`src/lhp_fifo.sv`:
```
// Short queue of classified commands between the front and back ends.
// No dependencies.
module lhp_fifo #(
  parameter int unsigned WIDTH = 25,
  parameter int unsigned DEPTH = 2
) (
  input  logic             clk_i,
  input  logic             rst_ni,
  input  logic             wr_valid_i,
  output logic             wr_ready_o,
  input  logic [WIDTH-1:0] wr_data_i,
  output logic             rd_valid_o,
  input  logic             rd_ready_i,
  output logic [WIDTH-1:0] rd_data_o
);

  localparam int unsigned PW = (DEPTH > 1) ? $clog2(DEPTH) : 1;
  localparam int unsigned CW = $clog2(DEPTH + 1);

  logic [WIDTH-1:0] mem_q [DEPTH];
  logic [PW-1:0]    wptr_q, rptr_q;
  logic [CW-1:0]    cnt_q;
  logic             push, pop;

  assign wr_ready_o = cnt_q != CW'(DEPTH);
  assign rd_valid_o = cnt_q != '0;
  assign rd_data_o  = mem_q[rptr_q];
  assign push       = wr_valid_i && wr_ready_o;
  assign pop        = rd_valid_o && rd_ready_i;

  always_ff @(posedge clk_i or negedge rst_ni) begin
    if (!rst_ni) begin
      wptr_q <= '0;
      rptr_q <= '0;
      cnt_q  <= '0;
    end else begin
      if (push) begin
        wptr_q <= (wptr_q == PW'(DEPTH - 1)) ? '0 : wptr_q + 1'b1;
      end
      if (pop) begin
        rptr_q <= (rptr_q == PW'(DEPTH - 1)) ? '0 : rptr_q + 1'b1;
      end
      if (push && !pop) begin
        cnt_q <= cnt_q + 1'b1;
      end else if (pop && !push) begin
        cnt_q <= cnt_q - 1'b1;
      end
    end
  end

  always_ff @(posedge clk_i) begin
    if (push) begin
      mem_q[wptr_q] <= wr_data_i;
    end
  end

  a_cnt_bound: assert property (@(posedge clk_i) disable iff (!rst_ni)
    cnt_q <= CW'(DEPTH)) else $error("queue fill count beyond depth");

endmodule

```
`config.mk`:
```
export PLATFORM = sky130hd
export DESIGN_NAME = lhp_fifo
export DESIGN_NICKNAME = d
export VERILOG_FILES = /design/src/lhp_fifo.sv
export SDC_FILE = /design/constraint.sdc
export NUM_CORES = 1
export LEC_CHECK = 0
export BUFFER_PORTS_ARGS = -buffer_cell sky130_fd_sc_hd__buf_2
export CAP_MARGIN = 20
export CORE_ASPECT_RATIO = 0.7
export CORE_UTILIZATION = 55
export DETAILED_ROUTE_END_ITERATION = 10
export PLACE_DENSITY = 0.94
export SYNTH_ARGS = -nofsm -noshare
export SYNTH_HDL_FRONTEND = slang
export SYNTH_SLANG_ARGS = --single-unit
```
`constraint.sdc`:
```
create_clock -name clk_i -period 5.55 [get_ports clk_i]
set_clock_uncertainty 0.05 [all_clocks]
set_input_delay 0.8325 -clock clk_i [delete_from_list [all_inputs] [get_ports clk_i]]
set_output_delay 0.8325 -clock clk_i [all_outputs]
set_load 0.01 [all_outputs]
```
==> metrics.md <==
| Metric | Value |
|---|---|
| Antenna Diode Count | 0 |
| Setup bufs post-CTS | 0 |
| Die area | 0.004072 mm^2 |
| Outcome | complete, no violations |
| Crit path from | rptr_q |
| Post-DRT Antenna Nets | 0 |
| Yosys top cell by area | edfxtp_1 |
| Layout Nets | 188 |
| Max Clock Freq | 365.2 MHz |
| CTS Buffer Depth | 2 |
| Vias in the first global route | 958 |
| Die Ht | 53.69 um |
| Synthesis warning total | 0 |
| Fin crit share | 49.33% |
| 1st-iter DRT viols | 55 |
| Post-synth EDFFs | 50 |
| Antenna violations before repair | 0 |
| Worst-case reg-to-reg path depth | 4 |
| Static Leak | 0.001017 uW |
| Clk sinks | between 50 and 60 |
| Fraction of layout cells with a size suffix above 1 | between 50% and 60% |
| Crit Path Category | reg -> out |
| Min cycle time layout | between 2 and 3 ns |
| Area of the mapped netlist | 0.002100 mm^2 |
| Num rows | 18 |
| Synth cell count leaders | edfxtp_1, mux2_4, mux2_2 |
| Fraction of registers with async set/reset | 7.407% |
| I/O pin cnt | 56 |
| Post-Synthesis Cells | 96 |
| Max Cap Viol | 0 |
| DRC violations left | 0 |
| 1st-pass router iterations | 4 |
| CTS tree | yes |
| Die width | 75.85 um |
| Slew Limit Fails | 0 |
| Worst path bufs/invs | 2 |
| Final setup vio count | 0 |
| Initial Util | between 50% and 60% |
| First-pass GRT wire length | 4498 um |
| WL per Instance | roughly 15 um |
| Area share of the largest cell type after synthesis | 71.51% |
| Dpl cells | 200 |
| Slew @ Worst Pin | between 0.5 and 0.6 ns |
| GRT Total Usage | around 17% |
| Type of element capturing the critical path | output pin |
| Resize count post-CTS | 0 |
| Final Hold Fails | 0 |
| Routed WL | around 3200 um |
| Critical R2R Launch | cnt_q[0] |
| VDD IR-drop max | ~320 uV |
| Fin cells | 209 |
| Post-DR vias/cell | 4.885 |
| Clock Tree Root | clkbuf_8 |
| Worst path slowest cell | dfrtp_1 |
| Worst path required time | 4.67 ns |
| Cell family contributing the most delay on the critical path | flip-flops |
| Hold slack final | around 0.28 ns |
| Most common cell in the netlist | edfxtp_1 |
| Area grow syn2layout | 19.61% |
| Via count | 1,021 |
| Area contributors post-synth | edfxtp_1, mux2_4, dfrtp_1, mux2_2, buf_12 |
| R2r setup slk | around 3.7 ns |
| Dpl ws | 3.117 ns |
| Yosys reg bits | 54 |
| Placeable core region | 0.003581 mm^2 |
| Unique masters post-synth | 15 |
| Post-synthesis sequential area ratio | 76.28% |
| R2r endpoint | mem_q[0][24] |
| CTS Hold Bufs | 0 |
| Unrepaired setup endpoints after global routing | no |
| Syn Nets | 126 |
| Total grt overflow | 0 |
| Setup TNS | 0 ns |
| Worst-path maximum fanout | 17 |
| Final worst slack | 2.812 ns |
| Syn Area/Cell | 21.87 um^2 |
| Crit-path max cell delay | 0.66 ns |
| Port-buffer cells | 55 |
| Setup crit start kind | register |
| CP Cell Sequence | buf_4 -> mux2_2 -> buf_2 |
| Worst skew pair latency | roughly 0.29 ns |
| Prevailing post-synth register cell | edfxtp_1 |
| Hold Path Class | in -> async |
| Final GP Congestion | 0.6880 |
| Total CTS buffers | 5 |
| CTS H-tree depth | 2 |
| Clk slew on worst S/H paths | 0.08 ns |
| Worst path arrival time | 1.86 ns |
| Worst slew margin | about 61% |
| Power per cell area | 497.4 mW/mm^2 |
| Largest net degree at the start of global routing | 26 |
-- worst max-delay path by stage --
| stage | slack (ns) | cells past startpoint | endpoint |
|---|---|---|---|
| floorplan | 3.10 | 2 | mem_q[0][0] |
| global placement | 3.17 | 3 | rd_data_o[10] |
| detailed placement | 3.12 | 3 | rd_data_o[4] |
| CTS | 2.77 | 3 | rd_data_o[4] |
| global route | 2.68 | 3 | rd_data_o[10] |
| finish | 2.81 | 3 | rd_data_o[4] |
-- registers in the layout, summed over array words and instances, names as in the netlist --
signal,cells
mem_q,50
cnt_q,2
rptr_q,1
wptr_q,1
-- cell families after synthesis --
group	share of synthesized area (%)
mux	16.81
fa+ha+maj	0.5959
buf+inv	2.622
xor+xnor	2.086
flops	76.28
simple gates	1.610
-- cell usage in the layout (no fill, tap or decap) --
cell       n
nor2_2     1
nor2_1     1
mux2_4    19
edfxtp_1  50
xnor2_1    3
clkbuf_8   5
ha_1       1
nand2_1    2
inv_1      1
buf_16     1
xor2_1     2
buf_2     55
and3_1     1
dfrtp_1    4
buf_4      2
mux2_2     6
or2_1      1
nand2b_1   1
clkbuf_1   3
-- final cells by class --
class,count,area [um^2]
flip-flops and latches,54,1602
multi-input cells,38,445.4
well taps,50,62.56
inverters,1,3.754
fillers,230,1070
repair buffers,58,317.8
clock buffers,8,80.08
-- metal layers --
layer  vias up  wire length (um)  track usage [%]
li1        489                 -                -
met1       489              1240            20.51
met2        38              1675            27.14
met3         5               182            5.805
met4         0                55            9.259
met5         -                 0                0
-- per-stage QoR --
stage                     total power [uW]  instance area [um^2]  util (%)
after global placement                1033                  2404     67.12
after global routing                  1320                  2511     70.13
after floorplan                      939.9                  2100         -
after detailed placement              1050                  2404     67.12
after CTS                             1251                  2484     69.36
final                                 1249                  2511     70.13
-- report_power, final --
part           total (uW)  internal, uW  leakage, uW  switching [uW]
registers             607           559     0.000511            48.0
logic                 441           236     0.000466             205
clock network         201          89.8    0.0000395             111
No activity file was read; power rests on OpenSTA's default activity.
