### src/lhp_pkg.sv
// Shared types and constants of the power-of-two bucket histogram.
// Used by the front end, the back end and the top level.
package lhp_pkg;

  typedef enum logic [1:0] {
    OP_ADD   = 2'd0,
    OP_CLEAR = 2'd1,
    OP_QUERY = 2'd2,
    OP_NOP   = 2'd3
  } op_e;

  localparam int unsigned BIDX_W   = 6;
  localparam int unsigned PCT_W    = 17;
  localparam int unsigned SAMPLE_W = 64;
  localparam int unsigned EST_W    = 60;
  localparam int unsigned TOT_W    = 48;
  localparam int unsigned SUM_W    = 63;
  localparam int unsigned IN_DW    = 88;
  localparam int unsigned OUT_DW   = 176;
  localparam logic [PCT_W-1:0] PCT_ONE = 17'h10000;

  typedef struct packed {
    op_e               op;
    logic [BIDX_W-1:0] bucket;
    logic [PCT_W-1:0]  pct;
  } cmd_t;

endpackage

### src/lhp_front.sv
// Front end: takes input items, finds the bucket of a sample and clamps the percentile.
// Depends on lhp_pkg.
module lhp_front
  import lhp_pkg::*;
#(
  parameter int unsigned BUCKETS = 60
) (
  input  logic                clk_i,
  input  logic                rst_ni,
  input  logic                in_valid_i,
  output logic                in_ready_o,
  input  logic [1:0]          in_op_i,
  input  logic [SAMPLE_W-1:0] in_sample_i,
  input  logic [PCT_W-1:0]    in_pct_i,
  output logic                cmd_valid_o,
  input  logic                cmd_ready_i,
  output cmd_t                cmd_o
);

  logic              vld_q;
  cmd_t              cmd_q, cmd_d;
  logic [BIDX_W-1:0] bkt;

  // Highest set bit, one-based, capped at BUCKETS-1; non-positive samples land in bucket 0.
  always_comb begin
    bkt = '0;
    if (in_sample_i[SAMPLE_W-1] || in_sample_i == '0) begin
      bkt = '0;
    end else if (in_sample_i >= (SAMPLE_W'(1) << (BUCKETS - 2))) begin
      bkt = BIDX_W'(BUCKETS - 1);
    end else begin
      for (int k = 0; k < BUCKETS - 2; k++) begin
        if (in_sample_i[k]) begin
          bkt = BIDX_W'(k + 1);
        end
      end
    end
  end

  always_comb begin
    cmd_d.op     = op_e'(in_op_i);
    cmd_d.bucket = bkt;
    cmd_d.pct    = (in_pct_i > PCT_ONE) ? PCT_ONE : in_pct_i;
  end

  assign in_ready_o  = !vld_q || cmd_ready_i;
  assign cmd_valid_o = vld_q;
  assign cmd_o       = cmd_q;

  always_ff @(posedge clk_i or negedge rst_ni) begin
    if (!rst_ni) begin
      vld_q <= 1'b0;
    end else if (in_ready_o) begin
      vld_q <= in_valid_i;
    end
  end

  always_ff @(posedge clk_i) begin
    if (in_ready_o && in_valid_i) begin
      cmd_q <= cmd_d;
    end
  end

endmodule

### config.mk
export PLATFORM = sky130hd
export DESIGN_NAME = lhp_front
export DESIGN_NICKNAME = d
export VERILOG_FILES = /design/src/lhp_pkg.sv /design/src/lhp_front.sv
export SDC_FILE = /design/constraint.sdc
export NUM_CORES = 1
export LEC_CHECK = 0
export ABC_AREA = 1
export CAP_MARGIN = 5
export CORE_ASPECT_RATIO = 1.25
export CORE_MARGIN = 10
export CORE_UTILIZATION = 50
export CTS_CLUSTER_SIZE = 24
export DETAILED_ROUTE_END_ITERATION = 12
export DONT_BUFFER_PORTS = 1
export PLACE_DENSITY = 0.72
export SLEW_MARGIN = 20
export SYNTH_ARGS = -nofsm -noshare
export SYNTH_HDL_FRONTEND = slang
export SYNTH_SLANG_ARGS = --single-unit
### constraint.sdc
create_clock -name clk_i -period 2.1 [get_ports clk_i]
set_input_delay 0.21 -clock clk_i [delete_from_list [all_inputs] [get_ports clk_i]]
set_output_delay 0.21 -clock clk_i [all_outputs]
set_load 0.005 [all_outputs]
==> metrics, run 1 <==
DIE AREA roughly 7000 sq um; drt drc 0; multi-input logic area between 700 and 800 sq um; Synth-to-Final Area Change 11.1%; CP Buf/Inv Count 1; CTS Buffer Depth 2; outcome complete, but fails checks; flop and latch count out of synthesis 26; total CTS buffers 3; routed length per instance 14.0 microns; via count around 1700; Critical Path AT approximately 2.9 ns; most frequent cells in the layout nand2_1 (74), inv_1 (55), nor2_1 (40); Max Freq 349 MHz; routability cong. 0.890; chip height 90.9 microns; setup bufs post-CTS 0; H-tree depth 1; initial antenna violation count 0; Initial Util 0.523; 1st-pass router iterations 4; failing checks setup timing; clock root cell clkbuf_8; Nets between 300 and 400; Crit path required time around 2.1 ns; Relative slew margins 0.608; critical path endpoint category flop; Layout Skew around 0.01 ns; clk slew on worst S/H paths ~0.090 ns; DP HPWL 4310 microns; endpoints failing setup 1; Pwr Density ~540 nW/um^2; Min-Delay Path Class in -> reg; slowest cell on the critical path nand2_1; Seq/Total Area, Yosys 0.386; layout cell share with drive strength beyond 1 0.135; Distinct cells, synth 24; vias in the first global route ~1700; core area between 3000 and 4000 sq um; CTS tree done; # Max-Cap Violations 0; cell taking the most area after synthesis edfxtp_1; minimum clock period after layout approximately 2.9 ns; slew at the pin closest to its max-slew limit between 0.5 and 0.6 ns; post-route ant nets 0; largest net degree at the start of global routing 26; gr ovfl total 0; port bufs 0; Die X 76.7 microns; cell count after synthesis roughly 280; worst-case vdd ir drop 0.298 mV; GRT Resource Usage Total 0.130; # clock sinks 26; Final Max Slew Viols 0; Worst path max stage delay approximately 0.06 ns; top cell type's share of synthesized area 0.373; most common cell after layout, fill and taps aside nand2_1; Design Power between 0.001 and 0.0015 W; syn nets 364; Mapped Area between 2000 and 2500 sq um; Initial DRC Count 33; Setup crit start kind primary input; clk_lat worst skew 0.26 ns; Synth Warn # 0; final hold vios 0; Worst Path Class, Setup in -> reg; Syn Area/Cell 7.26 sq um; Final WS setup -0.765 ns; register area roughly 780 sq um; vias per std cell a little under 5; worst-path maximum fanout 2; drt total wl 4790 microns; most used cell, CP nand2_1; fin crit share 1.36; unrepaired setup endpoints after global routing yes; leakage power about 1.1 nW; Area contributors post-synth edfxtp_1 (37%), nand2_1 (14%), inv_1 (10%); site row count 25; Finished Core Util 0.580; CP delay by family, top simple AND/OR/NAND/NOR gates; Diodes inserted 0; FILL cells approximately 370; post-place setup slack -1.08 ns; I/O pin count approximately 110; first-pass GRT wire length between 7000 and 8000 microns
==> sequential cells by signal (all words and copies together) (netlist names) <==
register / flops
cmd_valid_o: 1
cmd_o: 25
==> path summary, 6_finish.rpt <==
check / start / end / slack [ns] / cells past startpoint
max reg2reg: cmd_valid_o$_DFFE_PN0N_ / cmd_o[22]$_SDFFCE_PP0P_ / 0.90 / 2
max: in_sample_i[1] / cmd_o[17]$_SDFFCE_PP0P_ / -0.76 / 59
min reg2reg: cmd_valid_o$_DFFE_PN0N_ / cmd_valid_o$_DFFE_PN0N_ / 0.62 / 2
min in group asynchronous: rst_ni / cmd_valid_o$_DFFE_PN0N_ / 0.16 / 1
max in group asynchronous: rst_ni / cmd_valid_o$_DFFE_PN0N_ / 1.84 / 1
min: in_pct_i[16] / cmd_o[16]$_SDFFCE_PN1P_ / 0.04 / 0
==> synth_stat cells (all sizes together) <==
cell type / count
inv: 65
nand4: 4
o311ai: 2
bufinv: 12
dfrtp: 1
a211oi: 1
a21boi: 1
a21oi: 7
a41oi: 2
nand3: 15
o31ai: 1
o21ai: 3
edfxtp: 25
a31oi: 2
a31o: 1
nor2: 40
clkbuf: 2
o211ai: 1
nand2: 75
nor4: 15
clkinv: 2
==> kinds of logic (layout without fill, tap and decap cells) <==
group,count (synthesis),count (layout),synth area share
flip-flops,26,26,0.386
buffers and inverters,81,92,0.233
AO/OA/AOI/OAI,21,21,0.0697
AND/OR/NAND/NOR,149,149,0.311
==> layout make-up <==
cell class | count | area share
well taps | 54 | 0.0303
clock buffers | 3 | 0.0185
multi-input cells | 170 | 0.349
repair buffers | 9 | 0.0314
flip-flops and latches | 26 | 0.347
inverters | 79 | 0.210
clock inverters | 1 | 0.0134
==> worst register-to-register path, delay by kind of cell, from the launching register on <==
family                 cells  cell delay [ns]
AOI/OAI and AO/OA          1             0.15
buffers and inverters      1             0.30
DFF                        1             0.42
==> layer usage <==
layer / track usage / vias to the layer above / wire length, microns
met5: 0 / - / 0
met4: 0.0342 / 0 / 43
met3: 0.0578 / 4 / 533
met2: 0.242 / 65 / 2530
met1: 0.128 / 702 / 1680
li1: - / 896 / -
==> where the power goes <==
part           internal, W  switching, W  total, W
sequential        0.000604     0.0000173  0.000621
clock             0.000254      0.000143  0.000397
combinational     0.000102     0.0000918  0.000194
==> repair_timing <==
item,in CTS,in global routing
endpoints found under the setup margin,1,2
gates cloned,0,0
resized for setup,5,1
endpoints found under the hold margin,1,0
hold buffers,1,0
pin swaps,0,3
==> through the flow <==
| stage | instance area [sq um] | hold slack, ns | TNS (ns) | std cells |
|---|---|---|---|---|
| 2_1_floorplan | 2010 | -0.0856 | -0.814 | 277 |
| 3_3_place_gp | 2130 | -0.0855 | -1.22 | 337 |
| 3_5_place_dp | 2130 | -0.0855 | -1.25 | 337 |
| 4_1_cts | 2230 | 0.0324 | -0.784 | 342 |
| 5_1_grt | 2230 | 0.00991 | -1.45 | 342 |
| 6_report | 2230 | 0.0362 | -0.765 | 342 |
Note: power is estimated with default switching activity, not from simulation.
==> inputs of run 2 (changes only) <==
Settings changed: CORE_UTILIZATION 50 to 44, GPL_ROUTABILITY_DRIVEN set to 0, PLACE_DENSITY 0.72 to 0.65, RECOVER_POWER set to 100.
==> run 2 against run 1 <==
Compared with the run above: the run still ends with setup timing left; non-clock buffer count rose by 1; via count fell by 0.24%; fmax barely moved.
==> metrics, run 2 (synthesis results as in run 1) <==
outcome complete, but fails checks (unchanged); failing checks setup timing (unchanged); drt total wl 4930 microns (was 4790 microns); Max Freq 349 MHz (about the same); Hold Path Cell Cnt 0 (unchanged); Reg2Reg Depth 2 (unchanged); initial antenna violation count 0 (unchanged); # Max-Cap Violations 0 (unchanged); leakage power 1.14 nW (about the same); Die X 80.5 microns (was 76.7 microns); H-tree depth 1 (unchanged); final hold vios 0 (unchanged); Initial DRC Count 30 (was 33); first-pass GRT wire length 7730 microns (was 7700 microns); critical path endpoint category flop (unchanged); DIE AREA 7690 sq um (was 6970 sq um); FILL cells 447 (was 372); Min Hold Slack 0.0420 ns (was 0.0362 ns); Worst Path Class, Setup in -> reg (unchanged); Pwr Density 543 nW/um^2 (about the same); fin crit share 1.37 (was 1.36); Final TNS setup -0.767 ns (was -0.765 ns); Synth-to-Final Area Change 11.1% (about the same); met2 Usage GRT 0.212 (was 0.242); gr ovfl total 0 (unchanged); I/O pin count 114 (unchanged); Final Max Slew Viols 0 (unchanged); worst-case vdd ir drop 0.214 mV (was 0.298 mV); post-route ant nets 0 (unchanged); layout cell share with drive strength beyond 1 0.135 (about the same); GRT Resource Usage Total 0.124 (was 0.130); clk_lat worst skew 0.27 ns (was 0.26 ns); # clock sinks 26 (unchanged); DP HPWL 4490 microns (was 4310 microns); Layout Skew 0.00936 ns (was 0.00987 ns); vias per std cell 4.79 (was 4.87); minimum clock period after layout 2.87 ns (was 2.86 ns); drt drc 0 (unchanged); Final WS setup -0.767 ns (was -0.765 ns); post-place instance area 2150 sq um (was 2130 sq um); clock root cell clkbuf_8 (unchanged); CTS tree done (unchanged); chip height 95.6 microns (was 90.9 microns); Initial Util 0.454 (was 0.523); largest net degree at the start of global routing 26 (unchanged); max reg flops 25 (unchanged); most frequent cells in the layout nand2_1 (73), inv_1 (55), nor2_1 (40) (was nand2_1 (74), inv_1 (55), nor2_1 (40)); routed length per instance 14.2 microns (was 14.0 microns); clk slew on worst S/H paths 0.09 ns (about the same); Worst path max stage delay 0.06 ns (about the same); met1 Usage GRT 0.131 (was 0.128); unrepaired setup endpoints after global routing yes (unchanged); slew at the pin closest to its max-slew limit 0.615 ns (was 0.581 ns); cell area after layout 2230 sq um (about the same); Finished Layout Cells 347 (was 342); vias in the first global route 1691 (was 1672); Min-Delay Path Class in -> reg (unchanged); slowest cell on the critical path nand2_1 (unchanged); Critical Path AT 2.90 ns (was 2.89 ns); core area 4430 sq um (was 3850 sq um); Relative slew margins 0.590 (was 0.608); 1st-pass router iterations 4 (unchanged); CTS Buffer Depth 2 (unchanged); Crit path required time 2.13 ns (about the same); busiest grt layer met2 (unchanged); placed insts 342 (was 337); port bufs 0 (unchanged); met3 Usage GRT 0.0603 (was 0.0578); Nets 377 (was 376); endpoints failing setup 1 (unchanged); total CTS buffers 3 (unchanged); via count 1663 (was 1667); site row count 27 (was 25); Diodes inserted 0 (unchanged); most common cell after layout, fill and taps aside nand2_1 (unchanged); Setup crit start kind primary input (unchanged); most used cell, CP nand2_1 (unchanged); worst-path maximum fanout 2 (unchanged)
==> run 2: metal layers <==
layer,up-vias,share of wire
met1,694,0.37
met2,75,0.48
li1,890,-
met3,4,0.14
met4,0,0.0085
met5,-,0
==> run 2: layout make-up <==
| cell class | instances | area (sq um) | share of cell area |
|---|---|---|---|
| inverters | 79 | 469 | 0.210 |
| multi-input cells | 170 | 774 | 0.347 |
| repair buffers | 10 | 71.3 | 0.0319 |
| clock buffers | 3 | 41.3 | 0.0185 |
| well taps | 58 | 72.6 | 0.0325 |
| clock inverters | 1 | 30.0 | 0.0134 |
| flip-flops and latches | 26 | 776 | 0.347 |
==> run 2: path summary, 6_finish.rpt <==
kind / from / to / slack [ns]
max: in_sample_i[1] / cmd_o[17]$_SDFFCE_PP0P_ / -0.77
min: in_op_i[0] / cmd_o[23]$_DFFE_PP_ / 0.04
max reg2reg: cmd_valid_o$_DFFE_PN0N_ / cmd_o[10]$_SDFFCE_PN0P_ / 0.67
min reg2reg: cmd_valid_o$_DFFE_PN0N_ / cmd_valid_o$_DFFE_PN0N_ / 0.62
max in group asynchronous: rst_ni / cmd_valid_o$_DFFE_PN0N_ / 1.84
min in group asynchronous: rst_ni / cmd_valid_o$_DFFE_PN0N_ / 0.15
==> run 2: repair_timing <==
action,4_1_cts,5_1_grt
hold buffers,1,0
resized for setup,5,1
endpoints found under the hold margin,1,0
buffers inserted,0,0
endpoints found under the setup margin,1,2
==> run 2: power breakdown <==
| part | total [W] | internal [W] | switching, W |
|---|---|---|---|
| registers | 0.000621 | 0.000604 | 0.0000169 |
| logic | 0.000192 | 0.0000997 | 0.0000927 |
| clock network | 0.000400 | 0.000255 | 0.000145 |
==> run 2: worst max-delay path: cells and delay by family <==
| family | cells | cell delay [ns] |
|---|---|---|
| AND/OR/NAND/NOR | 57 | 2.63 |
| AO/OA/AOI/OAI | 1 | 0.05 |
| buffers and inverters | 1 | 0.01 |
==> run 2: stage by stage <==
stage | util | setup slack [ns] | total power [W]
2_1_floorplan | - | -0.814 | 0.000786
3_3_place_gp | 0.485 | -1.08 | 0.000824
3_5_place_dp | 0.485 | -1.12 | 0.000828
4_1_cts | 0.506 | -0.813 | 0.00123
5_1_grt | 0.505 | -1.43 | 0.00128
6_report | 0.505 | -0.767 | 0.00121
